### src/hw/rtl/tlm_pkg.sv
// Package for the text line metrics block: word types, register indexes,
// character codes and width constants. No dependencies.
package tlm_pkg;

  localparam int TABLE_DEPTH     = 256;
  localparam int CODE_BITS       = 8;
  localparam int TABLE_ADDR_BITS = $clog2(TABLE_DEPTH);
  localparam int ADV_BITS        = 8;
  localparam int ENTRY_BITS      = ADV_BITS + 1;
  localparam int SPAN_BITS       = 9;
  localparam int METRIC_BITS     = 16;
  localparam int WIDTH_BITS      = 24;
  localparam int DESCENT_BITS    = 32;
  localparam int COUNT_BITS      = 16;
  localparam int SKIP_BITS       = 4;

  localparam logic [CODE_BITS-1:0] ESC_CODE = 8'd27;
  localparam logic [CODE_BITS-1:0] CR_CODE  = 8'd13;
  localparam logic [CODE_BITS-1:0] LF_CODE  = 8'd10;
  localparam logic [CODE_BITS-1:0] CHAR_M   = 8'h4D;
  localparam logic [CODE_BITS-1:0] CHAR_T   = 8'h54;
  localparam logic [CODE_BITS-1:0] CHAR_L   = 8'h4C;
  localparam logic [CODE_BITS-1:0] CHAR_F   = 8'h46;
  localparam logic [CODE_BITS-1:0] UPPER_A  = 8'h41;
  localparam logic [CODE_BITS-1:0] UPPER_Z  = 8'h5A;
  localparam logic [CODE_BITS-1:0] LOWER_A  = 8'h61;
  localparam logic [CODE_BITS-1:0] LOWER_Z  = 8'h7A;
  localparam logic [CODE_BITS-1:0] CASE_BIT = 8'h20;

  localparam logic [SKIP_BITS-1:0] SKIP_M  = 4'd3;
  localparam logic [SKIP_BITS-1:0] SKIP_TL = 4'd6;
  localparam logic [SKIP_BITS-1:0] SKIP_F  = 4'd12;

  localparam logic action_load    = 1'b0;
  localparam logic action_measure = 1'b1;

  typedef enum logic [1:0] {
    CFG_FIRST_CODE   = 2'd0,
    CFG_CODE_SPAN    = 2'd1,
    CFG_FONT_ASCENT  = 2'd2,
    CFG_FONT_DESCENT = 2'd3
  } cfg_index_t;

  typedef struct packed {
    logic                       action;
    logic [CODE_BITS-1:0]       code;
    logic                       entry_present;
    logic signed [ADV_BITS-1:0] entry_advance;
    logic                       last_char;
  } in_word_t;

  typedef struct packed {
    logic signed [WIDTH_BITS-1:0]   text_width;
    logic signed [METRIC_BITS-1:0]  text_ascent;
    logic signed [DESCENT_BITS-1:0] text_descent;
  } out_word_t;

endpackage

### src/hw/rtl/tlm_ram.sv
// Generic RAM: one write port, two read ports with registered read data.
// No dependencies.
module tlm_ram #(
  parameter int WIDTH = 8,
  parameter int DEPTH = 256
) (
  input  logic                     clk,
  input  logic                     we,
  input  logic [$clog2(DEPTH)-1:0] waddr,
  input  logic [WIDTH-1:0]         wdata,
  input  logic                     re,
  input  logic [$clog2(DEPTH)-1:0] raddr_a,
  input  logic [$clog2(DEPTH)-1:0] raddr_b,
  output logic [WIDTH-1:0]         rdata_a,
  output logic [WIDTH-1:0]         rdata_b
);

  logic [WIDTH-1:0] mem [DEPTH];

  always_ff @(posedge clk) begin
    if (we) begin
      mem[waddr] <= wdata;
    end
    if (re) begin
      rdata_a <= mem[raddr_a];
      rdata_b <= mem[raddr_b];
    end
  end

endmodule

### src/hw/rtl/text_line_metrics.sv
// Text line metrics top level: glyph table, per-line accumulators, result register.
// Depends on tlm_pkg and tlm_ram.
//
//  port group | role   | word       | notes
//  in_*       | input  | in_word_t  | load table entry or measure one character
//  out_*      | output | out_word_t | one word per measured character marked last
//  cfg_*      | input  | index+data | four registers, always ready
//
// One item per cycle while the result register is not stalled; the result word passes
// through the character stage (with table read data), then the result register.
// The glyph table is read at the code and at its other-case letter in the same
// cycle through two read ports; loads write it at the accept edge.
// Reset clears the table through per-entry valid bits; no sweep.
// A stalled result register holds the character stage, which in turn holds input.
module text_line_metrics
  import tlm_pkg::*;
(
  input  logic                   clk,
  input  logic                   rst,
  input  logic                   in_valid,
  output logic                   in_ready,
  input  in_word_t               in_data,
  output logic                   out_valid,
  input  logic                   out_ready,
  output out_word_t              out_data,
  input  logic                   cfg_valid,
  output logic                   cfg_ready,
  input  cfg_index_t             cfg_index,
  input  logic [METRIC_BITS-1:0] cfg_data
);

  // configuration registers
  logic [CODE_BITS-1:0]          first_code;
  logic [SPAN_BITS-1:0]          code_span;
  logic signed [METRIC_BITS-1:0] font_ascent;
  logic signed [METRIC_BITS-1:0] font_descent;

  // string state
  logic signed [WIDTH_BITS-1:0] line_width, line_width_next;
  logic signed [WIDTH_BITS-1:0] widest_width, widest_width_next;
  logic [COUNT_BITS-1:0]        line_count, line_count_next;
  logic                         esc_pending, esc_pending_next;
  logic [SKIP_BITS-1:0]         skip_left, skip_left_next;

  // character stage
  logic                 s1_valid;
  logic [CODE_BITS-1:0] s1_code;
  logic                 s1_last;
  logic                 s1_cov_a, s1_cov_b, s1_letter;
  logic                 s1_vld_a, s1_vld_b;
  logic [ENTRY_BITS-1:0] rd_a, rd_b;

  logic [TABLE_DEPTH-1:0] entry_valid;

  logic in_fire, out_free, s1_fire;
  logic load_fire, is_letter, cov_a, cov_b;
  logic [CODE_BITS-1:0]       alt_code;
  logic [TABLE_ADDR_BITS-1:0] idx_a, idx_b;
  logic [CODE_BITS+1:0]       range_end;

  assign cfg_ready = 1'b1;
  assign out_free  = !out_valid || out_ready;
  assign s1_fire   = s1_valid && out_free;
  assign in_ready  = !s1_valid || out_free;
  assign in_fire   = in_valid && in_ready;
  assign load_fire = in_fire && (in_data.action == action_load);

  always_ff @(posedge clk) begin
    if (rst) begin
      first_code   <= '0;
      code_span    <= SPAN_BITS'(TABLE_DEPTH);
      font_ascent  <= '0;
      font_descent <= '0;
    end else if (cfg_valid && cfg_ready) begin
      unique case (cfg_index)
        CFG_FIRST_CODE:   first_code   <= cfg_data[CODE_BITS-1:0];
        CFG_CODE_SPAN:    code_span    <= cfg_data[SPAN_BITS-1:0];
        CFG_FONT_ASCENT:  font_ascent  <= cfg_data;
        CFG_FONT_DESCENT: font_descent <= cfg_data;
        default: ;
      endcase
    end
  end

  // address and range checks for the code and its other-case letter
  always_comb begin
    is_letter = ((in_data.code >= UPPER_A) && (in_data.code <= UPPER_Z)) ||
                ((in_data.code >= LOWER_A) && (in_data.code <= LOWER_Z));
    alt_code  = in_data.code ^ CASE_BIT;
    range_end = {2'b0, first_code} + {1'b0, code_span};
    cov_a     = (in_data.code >= first_code) && ({2'b0, in_data.code} < range_end);
    cov_b     = (alt_code >= first_code) && ({2'b0, alt_code} < range_end);
    idx_a     = TABLE_ADDR_BITS'(in_data.code - first_code);
    idx_b     = TABLE_ADDR_BITS'(alt_code - first_code);
  end

  tlm_ram #(
    .WIDTH(ENTRY_BITS),
    .DEPTH(TABLE_DEPTH)
  ) u_table (
    .clk    (clk),
    .we     (load_fire),
    .waddr  (TABLE_ADDR_BITS'(in_data.code)),
    .wdata  ({in_data.entry_present, in_data.entry_advance}),
    .re     (in_fire),
    .raddr_a(idx_a),
    .raddr_b(idx_b),
    .rdata_a(rd_a),
    .rdata_b(rd_b)
  );

  always_ff @(posedge clk) begin
    if (rst) begin
      entry_valid <= '0;
    end else if (load_fire) begin
      entry_valid[TABLE_ADDR_BITS'(in_data.code)] <= 1'b1;
    end
  end

  always_ff @(posedge clk) begin
    if (rst) begin
      s1_valid <= 1'b0;
    end else if (in_fire) begin
      s1_valid <= (in_data.action == action_measure);
    end else if (s1_fire) begin
      s1_valid <= 1'b0;
    end
  end

  always_ff @(posedge clk) begin
    if (in_fire) begin
      s1_code   <= in_data.code;
      s1_last   <= in_data.last_char;
      s1_cov_a  <= cov_a;
      s1_cov_b  <= cov_b;
      s1_letter <= is_letter;
      s1_vld_a  <= entry_valid[idx_a];
      s1_vld_b  <= entry_valid[idx_b];
    end
  end

  // glyph lookup with case fallback
  logic                       hit_a, hit_b, hit;
  logic signed [ADV_BITS-1:0] adv;
  logic signed [WIDTH_BITS:0] sum;
  logic signed [WIDTH_BITS-1:0] sum_sat;

  always_comb begin
    hit_a   = s1_vld_a && rd_a[ADV_BITS];
    hit_b   = s1_letter && s1_cov_b && s1_vld_b && rd_b[ADV_BITS];
    hit     = s1_cov_a && (hit_a || hit_b);
    adv     = hit_a ? rd_a[ADV_BITS-1:0] : rd_b[ADV_BITS-1:0];
    sum     = {line_width[WIDTH_BITS-1], line_width} +
              {{(WIDTH_BITS-ADV_BITS+1){adv[ADV_BITS-1]}}, adv};
    // clamp on overflow
    if (sum[WIDTH_BITS] != sum[WIDTH_BITS-1]) begin
      sum_sat = sum[WIDTH_BITS] ? {1'b1, {(WIDTH_BITS-1){1'b0}}}
                                : {1'b0, {(WIDTH_BITS-1){1'b1}}};
    end else begin
      sum_sat = sum[WIDTH_BITS-1:0];
    end
  end

  always_comb begin
    line_width_next   = line_width;
    widest_width_next = widest_width;
    line_count_next   = line_count;
    esc_pending_next  = esc_pending;
    skip_left_next    = skip_left;
    if (skip_left != '0) begin
      skip_left_next = skip_left - 1'b1;
    end else if (esc_pending && (s1_code == CHAR_M || s1_code == CHAR_T ||
                                 s1_code == CHAR_L || s1_code == CHAR_F)) begin
      esc_pending_next = 1'b0;
      case (s1_code) inside
        CHAR_M:         skip_left_next = SKIP_M;
        CHAR_T, CHAR_L: skip_left_next = SKIP_TL;
        default:        skip_left_next = SKIP_F;
      endcase
    end else begin
      esc_pending_next = 1'b0;
      if (s1_code == ESC_CODE) begin
        esc_pending_next = 1'b1;
      end else if (s1_code == CR_CODE) begin
        // ignore
      end else if (s1_code == LF_CODE) begin
        if (!s1_last) begin
          if (line_width > widest_width) begin
            widest_width_next = line_width;
          end
          line_width_next = '0;
          if (line_count != '1) begin
            line_count_next = line_count + 1'b1;
          end
        end
      end else if (hit) begin
        line_width_next = sum_sat;
      end
    end
  end

  // total descent: lines * (ascent + descent) - ascent, clamped to 32 bits
  logic signed [METRIC_BITS:0]   font_sum;
  logic signed [2*METRIC_BITS+1:0] prod;
  logic signed [2*METRIC_BITS+2:0] desc_full;
  logic signed [DESCENT_BITS-1:0]  desc_sat;
  logic signed [WIDTH_BITS-1:0]    width_out;

  always_comb begin
    font_sum  = {font_ascent[METRIC_BITS-1], font_ascent} +
                {font_descent[METRIC_BITS-1], font_descent};
    prod      = $signed({{(METRIC_BITS+2){1'b0}}, line_count}) *
                $signed({{(METRIC_BITS+1){font_sum[METRIC_BITS]}}, font_sum});
    desc_full = {prod[2*METRIC_BITS+1], prod} -
                {{(METRIC_BITS+3){font_ascent[METRIC_BITS-1]}}, font_ascent};
    if (desc_full > $signed({{(2*METRIC_BITS+3-DESCENT_BITS){1'b0}},
                             1'b0, {(DESCENT_BITS-1){1'b1}}})) begin
      desc_sat = {1'b0, {(DESCENT_BITS-1){1'b1}}};
    end else if (desc_full < $signed({{(2*METRIC_BITS+3-DESCENT_BITS){1'b1}},
                                      1'b1, {(DESCENT_BITS-1){1'b0}}})) begin
      desc_sat = {1'b1, {(DESCENT_BITS-1){1'b0}}};
    end else begin
      desc_sat = desc_full[DESCENT_BITS-1:0];
    end
    width_out = (line_width_next > widest_width) ? line_width_next : widest_width;
  end

  always_ff @(posedge clk) begin
    if (rst) begin
      line_width   <= '0;
      widest_width <= '0;
      line_count   <= COUNT_BITS'(1);
      esc_pending  <= 1'b0;
      skip_left    <= '0;
    end else if (s1_fire) begin
      if (s1_last) begin
        line_width   <= '0;
        widest_width <= '0;
        line_count   <= COUNT_BITS'(1);
        esc_pending  <= 1'b0;
        skip_left    <= '0;
      end else begin
        line_width   <= line_width_next;
        widest_width <= widest_width_next;
        line_count   <= line_count_next;
        esc_pending  <= esc_pending_next;
        skip_left    <= skip_left_next;
      end
    end
  end

  // result register
  always_ff @(posedge clk) begin
    if (rst) begin
      out_valid <= 1'b0;
    end else if (out_free) begin
      out_valid <= s1_fire && s1_last;
    end
  end

  always_ff @(posedge clk) begin
    if (s1_fire && s1_last) begin
      out_data.text_width   <= width_out;
      out_data.text_ascent  <= font_ascent;
      out_data.text_descent <= desc_sat;
    end
  end

  a_skip_no_escape: assert property (@(posedge clk) disable iff (rst)
    skip_left != '0 |-> !esc_pending)
    else $error("escape pending while skipping");

  a_count_nonzero: assert property (@(posedge clk) disable iff (rst)
    line_count != '0)
    else $error("line count reached zero");

  a_state_holds: assert property (@(posedge clk) disable iff (rst)
    !rst && !s1_fire |=> $stable(line_width) && $stable(line_count) &&
                         $stable(skip_left))
    else $error("string state changed with no character");

  a_last_result: assert property (@(posedge clk) disable iff (rst)
    s1_fire && s1_last |=> out_valid && line_count == COUNT_BITS'(1) &&
                           line_width == '0 && skip_left == '0)
    else $error("last character did not close the string");

endmodule

### config.mk
export PLATFORM = sky130hd
export DESIGN_NAME = text_line_metrics
export DESIGN_NICKNAME = d
export VERILOG_FILES = /design/src/hw/rtl/tlm_pkg.sv /design/src/hw/rtl/tlm_ram.sv /design/src/hw/rtl/text_line_metrics.sv
export SDC_FILE = /design/constraint.sdc
export NUM_CORES = 2
export LEC_CHECK = 0
export BUFFER_PORTS_ARGS = -buffer_cell sky130_fd_sc_hd__buf_2
export CAP_MARGIN = 20
export CORE_UTILIZATION = 45
export CTS_CLUSTER_SIZE = 30
export DETAILED_ROUTE_END_ITERATION = 8
export PLACE_DENSITY = 0.58
export SLEW_MARGIN = 20
export SYNTH_ARGS = -nofsm -noshare
export SYNTH_HDL_FRONTEND = slang
export SYNTH_SLANG_ARGS = --single-unit
### constraint.sdc
create_clock -name clk -period 10.6 [get_ports clk]
set_input_delay 1.06 -clock clk [delete_from_list [all_inputs] [get_ports clk]]
set_output_delay 1.06 -clock clk [all_outputs]
set_load 0.01 [all_outputs]
# After elaboration in Yosys (flattened, before gate mapping)
# Memory sizes are Yosys's and may differ from the RTL's. A register that Yosys moved wholly into a read port is not among the register bits.
# Cells that the tools add are included.
# word_totals
ff_bits,462
latchBits,0
mem_bits_rw,2304
rom_bits,0
input_bits,42
out_inout_bits,75
elab_cells,153
memories,1
# memory_table
name,words,word_bits,read_ports,rd_ports_with_merged_regs,wr,line_no,source
u_table.mem,256,9,2,2,1,tlm_ram.sv:18,logic [WIDTH-1:0] mem [DEPTH];
# classes
addsub,8
n_mul,1
div,0
magnitude_cmp,16
eq_ne,16
n_shift,0
muxes,46
bitwise,3
reduce_logical,40
# op_table
operator,n
$mux 24,18
$or 256x256->256,1
$mux 16,7
$gt 24x24->1,2
$gt 35x32->1 const B,1
$lt 35x32->1 const B,1
$sub 34x16->35,1
$mul 17x17->34,1
$eq 8x7->1 const B,4
$mux 32,1
$lt 8x9->1 const B,3
$add 24x8->25,1
$lt 8x10->1,2
$mux 4,5
$add 16x16->17,1
$add 16x1->16 const B,1
$bmux 1 s8,2
$eq 8x4->1 const B,2
$ge 8x7->1 const B,2
$ge 8x8->1,2
$le 8x7->1 const B,2
$ne 16x16->1 const B,1
$sub 8x8->8,2
$logic_and 1x1->1,15
21 further kinds,52

# Longest topological paths before layout
# depth
ltp_word,13
ltp_mapped,38
depth_no_buf,36

# Modules after synthesis
# Synthesis repeated with hierarchy kept, for this count alone.
# hier_totals
hier_cells,9509
hier_area_um2,141615.8
# by_module_without_submodules
mod,n_inst,cells_each,area_each_um2,seq_area_each_um2
tlm_ram,1,5759,107752.1,69726.9
text_line_metrics,1,3750,33863.7,10109.7

# Least setup slack after synthesis
# OpenSTA, ideal clock, no wires.
# synth_path
kind,flip-flop to flip-flop
startpoint,register font_ascent[0]
endpoint,"register out_data[22] in the netlist's numbering, data pin"
setup_time_ns,0.255
arrival_ns,7.983
required_ns,10.345
slack_ns,2.362
path_stages_with_launch,36
n_path_buf,2
period_less_slack_ns,8.238
cell_sequence,dfxtp_1 -> ha_1 -> inv_1 -> fa_1 -> nor2b_1 -> o21ai_1 -> a21oi_1 -> o211ai_1 -> a21oi_1 -> a211oi_1 -> a21oi_1 -> a2111oi_0 -> nor3_1 -> clkbuf_1 -> nand2_1 -> fa_1 -> inv_1 -> fa_1 -> fa_1 -> fa_1 -> fa_1 -> inv_1 -> fa_1 -> inv_1 -> ha_1 -> a211o_1 -> a211oi_1 -> nor3_1 -> or4b_1 -> o221ai_2 -> o41ai_2 -> xnor2_1 -> and2_1 -> a21oi_1 -> buf_2 -> a31o_1
# synth_between
elab_chain_len,5
word_cells_on_any_way,6
cone_classes,add/sub (2); mul (1); order compare (2); mux (1)
# synth_rtl
item,line_no,source
from (decl),text_line_metrics.sv:35,logic signed [METRIC_BITS-1:0] font_ascent;
from (signal assigned),text_line_metrics.sv:78,CFG_FONT_ASCENT: font_ascent <= cfg_data;
$add 16x16->17,text_line_metrics.sv:210,"font_sum = {font_ascent[METRIC_BITS-1], font_ascent} +"
$mul 17x17->34,text_line_metrics.sv:212,"prod = $signed({{(METRIC_BITS+2){1'b0}}, line_count}) *"
$sub 34x16->35 *,text_line_metrics.sv:214,"desc_full = {prod[2*METRIC_BITS+1], prod} -"
$lt 35x32->1,text_line_metrics.sv:219,"end else if (desc_full < $signed({{(2*METRIC_BITS+3-DESCENT_BITS){1'b1}},"
$mux 32,text_line_metrics.sv:219,
to (decl),text_line_metrics.sv:25,"output out_word_t out_data,"
# Every way passes the cells marked *; elsewhere a longest branch is shown, timed or not.
# A chain may end at the register's enable or synchronous reset.

# Worst setup path in the final report
# layout_path
startpoint,register font_ascent[0]
endpoint,"register out_data[4] in the netlist's numbering, data pin"
# Same word-level chain as after synthesis.

==> results.tsv <==
metric	value	unit
rsz0062_at_grt	no	
gr-total-overflow	0	
setup_viol_count_final	0	
syn_inst	7086	
wl	305000	um
gp_congestion	0.833	
r2r_cells	35	
tns	0	ps
cpPeakStageDelay	500	ps
clk_latency	870	ps
drt_iter0_drc	6040	
stdcell_count	11100	
critPathSlowestCell	or4b_1	
finalPower	25900	uW
seq_area_frac_synth	65.4	%
num_rows	190	
required	11290	ps
yosysTopAreaCell	edfxtp_1	
cp.arrival	10040	ps
post-dp-hpwl	191000	um
hold-path-cell-count	1	
cts_tree	done	
antenna_found_initial	7	
area_growth	12.2	%
cts_made_buffers	302	
ys_ff_latch	2784	
cts_hold_buf	0	
intPower	19600	uW
min_period	9350	ps
cts_setup_buffers	0	
cap_violations	0	
synthTopCellsByCount	edfxtp_1 (2408), mux4_2 (820), nor2_1 (528)	
cts_buffer_depth	4	
path_clk_slew	60	ps
yosysWarnings	0	
die_w	523	um
cts_resized	0	
dieArea	0.274	mm^2
hold_viol	0	
final_antenna_net_count	0	
cts_root_buffer	clkbuf_16	
worst_path_most_repeated_cell	fa_1	
fin_nets	7798	
synth.most_common_cell	edfxtp_1	
switching_share	24.5	%
max_freq	107	MHz
ir_drop	0.000124	V
grt_pass1_wl	451000	um
status	complete, no violations	
cts_sinks	2784	
fp.dieH	523	um
drive_gt1_share	21.7	%
grt_max_degree	188	
vias_per_cell	5.82	
grt_usage	22.5	%
dpl.cell_count	10500	
synth_cell_types	87	
synthArstFlopShare	0	%
core	0.269	mm^2
power_leakage	0.0465	uW
drc	0	
avgSynthCellArea	17.2	um^2
crit_type	register to register	
synth_nets	7624	
cts-htree-levels	5	
power_frac_clock	40.7	%
vias	64400	
finalMaxSlewViolations	0	
slew_headroom	22.3	%
wl_per_cell	27.6	um
synth_enable_flop_cells	2408	
fin_ws	1250	ps
cp-start-kind	register	
p_sw	6340	uW
p_comb_share	12.9	%
critPathMaxFanout	30	
dr.pass1.iters	5	
syn_area	0.122	mm^2
ys.flop_type	edfxtp_1	
fin_area	0.137	mm^2
post-place-ws	1360	ps
port_buffers	115	
hold_class	primary input to register	
p_per_area	189	mW/mm^2
io_pins	117	
fin_skew	51.9	ps
endpoint_kind	register	
synth.top_cell.area_share	59.2	%
grt_pass1_vias	65400	
placedInstanceArea	0.127	mm^2
sequentialPowerShare	46.4	%
synthTopCellsByArea	edfxtp_1 (59%), mux4_2 (15%), dfxtp_1 (6.2%)	
tightest_slew	1160	ps
start_util	45.4	%
period_share	88.2	%
-- layer usage --
layer / wire (um) / track usage, % / part of all wire [%]
met1: 137000 / 33.3 / 45
met2: 143000 / 35.5 / 47
met3: 18900 / 3.24 / 6.2
met4: 6090 / 4.62 / 2.0
met5: 0 / 0 / 0
-- sequential cells by signal, summed over array words and instances, names as in the netlist, 4 cells and up --
signal	cells
line_width	24
first_code	8
font_ascent	16
line_count	16
entry_valid	256
code_span	9
font_descent	16
u_table.mem	2304
widest_width	24
u_table.rdata_a	9
skip_left	4
out_data	72
s1_code	8
u_table.rdata_b	9
-- path summary, 6_finish.rpt --
kind                          from               end  slack (ps)
hold / removal          in_data[0]           s1_last         420
setup / recovery    font_ascent[0]       out_data[4]        1250
hold reg to reg   entry_valid[122]  entry_valid[122]         460
setup reg to reg    font_ascent[0]       out_data[4]        1250
-- worst max-delay path: cells and delay by family (launching register included) --
family / cells / cell delay [ps]
AOI/OAI and AO/OA: 14 / 2890
xor gates and xnor gates: 1 / 150
adders and majority gates: 9 / 3730
buffers and inverters: 6 / 810
DFF: 1 / 410
and+or+nand+nor: 5 / 1180
-- power groups by stage --
| stage | combinational (uW) | clock, uW | sequential (uW) |
|---|---|---|---|
| 5_1_grt | 3580 | 11100 | 12000 |
| 4_1_cts | 3370 | 10700 | 12000 |
| 2_1_floorplan | 2160 | 0 | 12300 |
| 6_report | 3330 | 10500 | 12000 |
| 3_3_place_gp | 3320 | 0 | 12300 |
| 3_5_place_dp | 3350 | 0 | 12300 |
-- stage by stage --
| step | hold WS, ps | util [%] |
|---|---|---|
| 3_5_place_dp | 448 | 47.2 |
| 4_1_cts | 366 | 50.9 |
| 2_1_floorplan | 435 | - |
| 6_report | 424 | 51.0 |
| 3_3_place_gp | 441 | 47.2 |
| 5_1_grt | 388 | 51.0 |
-- layout by cell type (no fill, tap or decap), types with 44 or more instances in the layout --
cell type,count
edfxtp_1,2408
mux4_2,820
nor2_1,498
nand2_1,422
dfxtp_1,376
inv_1,360
clkbuf_16,310
ha_1,251
fa_1,243
a21oi_1,204
o21a_1,193
mux2i_1,139
buf_2,105
buf_4,104
and2_1,102
a21o_1,74
clkbuf_1,71
o21ai_0,61
xnor2_1,53
clkinv_2,49
nor2b_1,44
a211oi_1,44
-- area by class of cell --
type                    instances  area (um^2)
fillers                     21800       132000
clock buffers                 411         8440
flip-flops and latches       2784        79800
inverters                     363         1370
multi-input cells            3572        39700
diodes                          2         5.00
repair buffers                237         1790
well taps                    3552         4440
clock inverters               138         1470
-- logic make-up after synthesis --
family / Yosys count / synth area share [%]
simple gates: 1282 / 4.59
mux: 992 / 16.6
xor+xnor: 79 / 0.567
buf+inv: 730 / 2.36
fa+ha+maj: 497 / 6.59
flops: 2784 / 65.4
other cells: 1 / 0.00307
compound gates: 721 / 3.97
No activity file was read; power rests on OpenSTA's default activity.
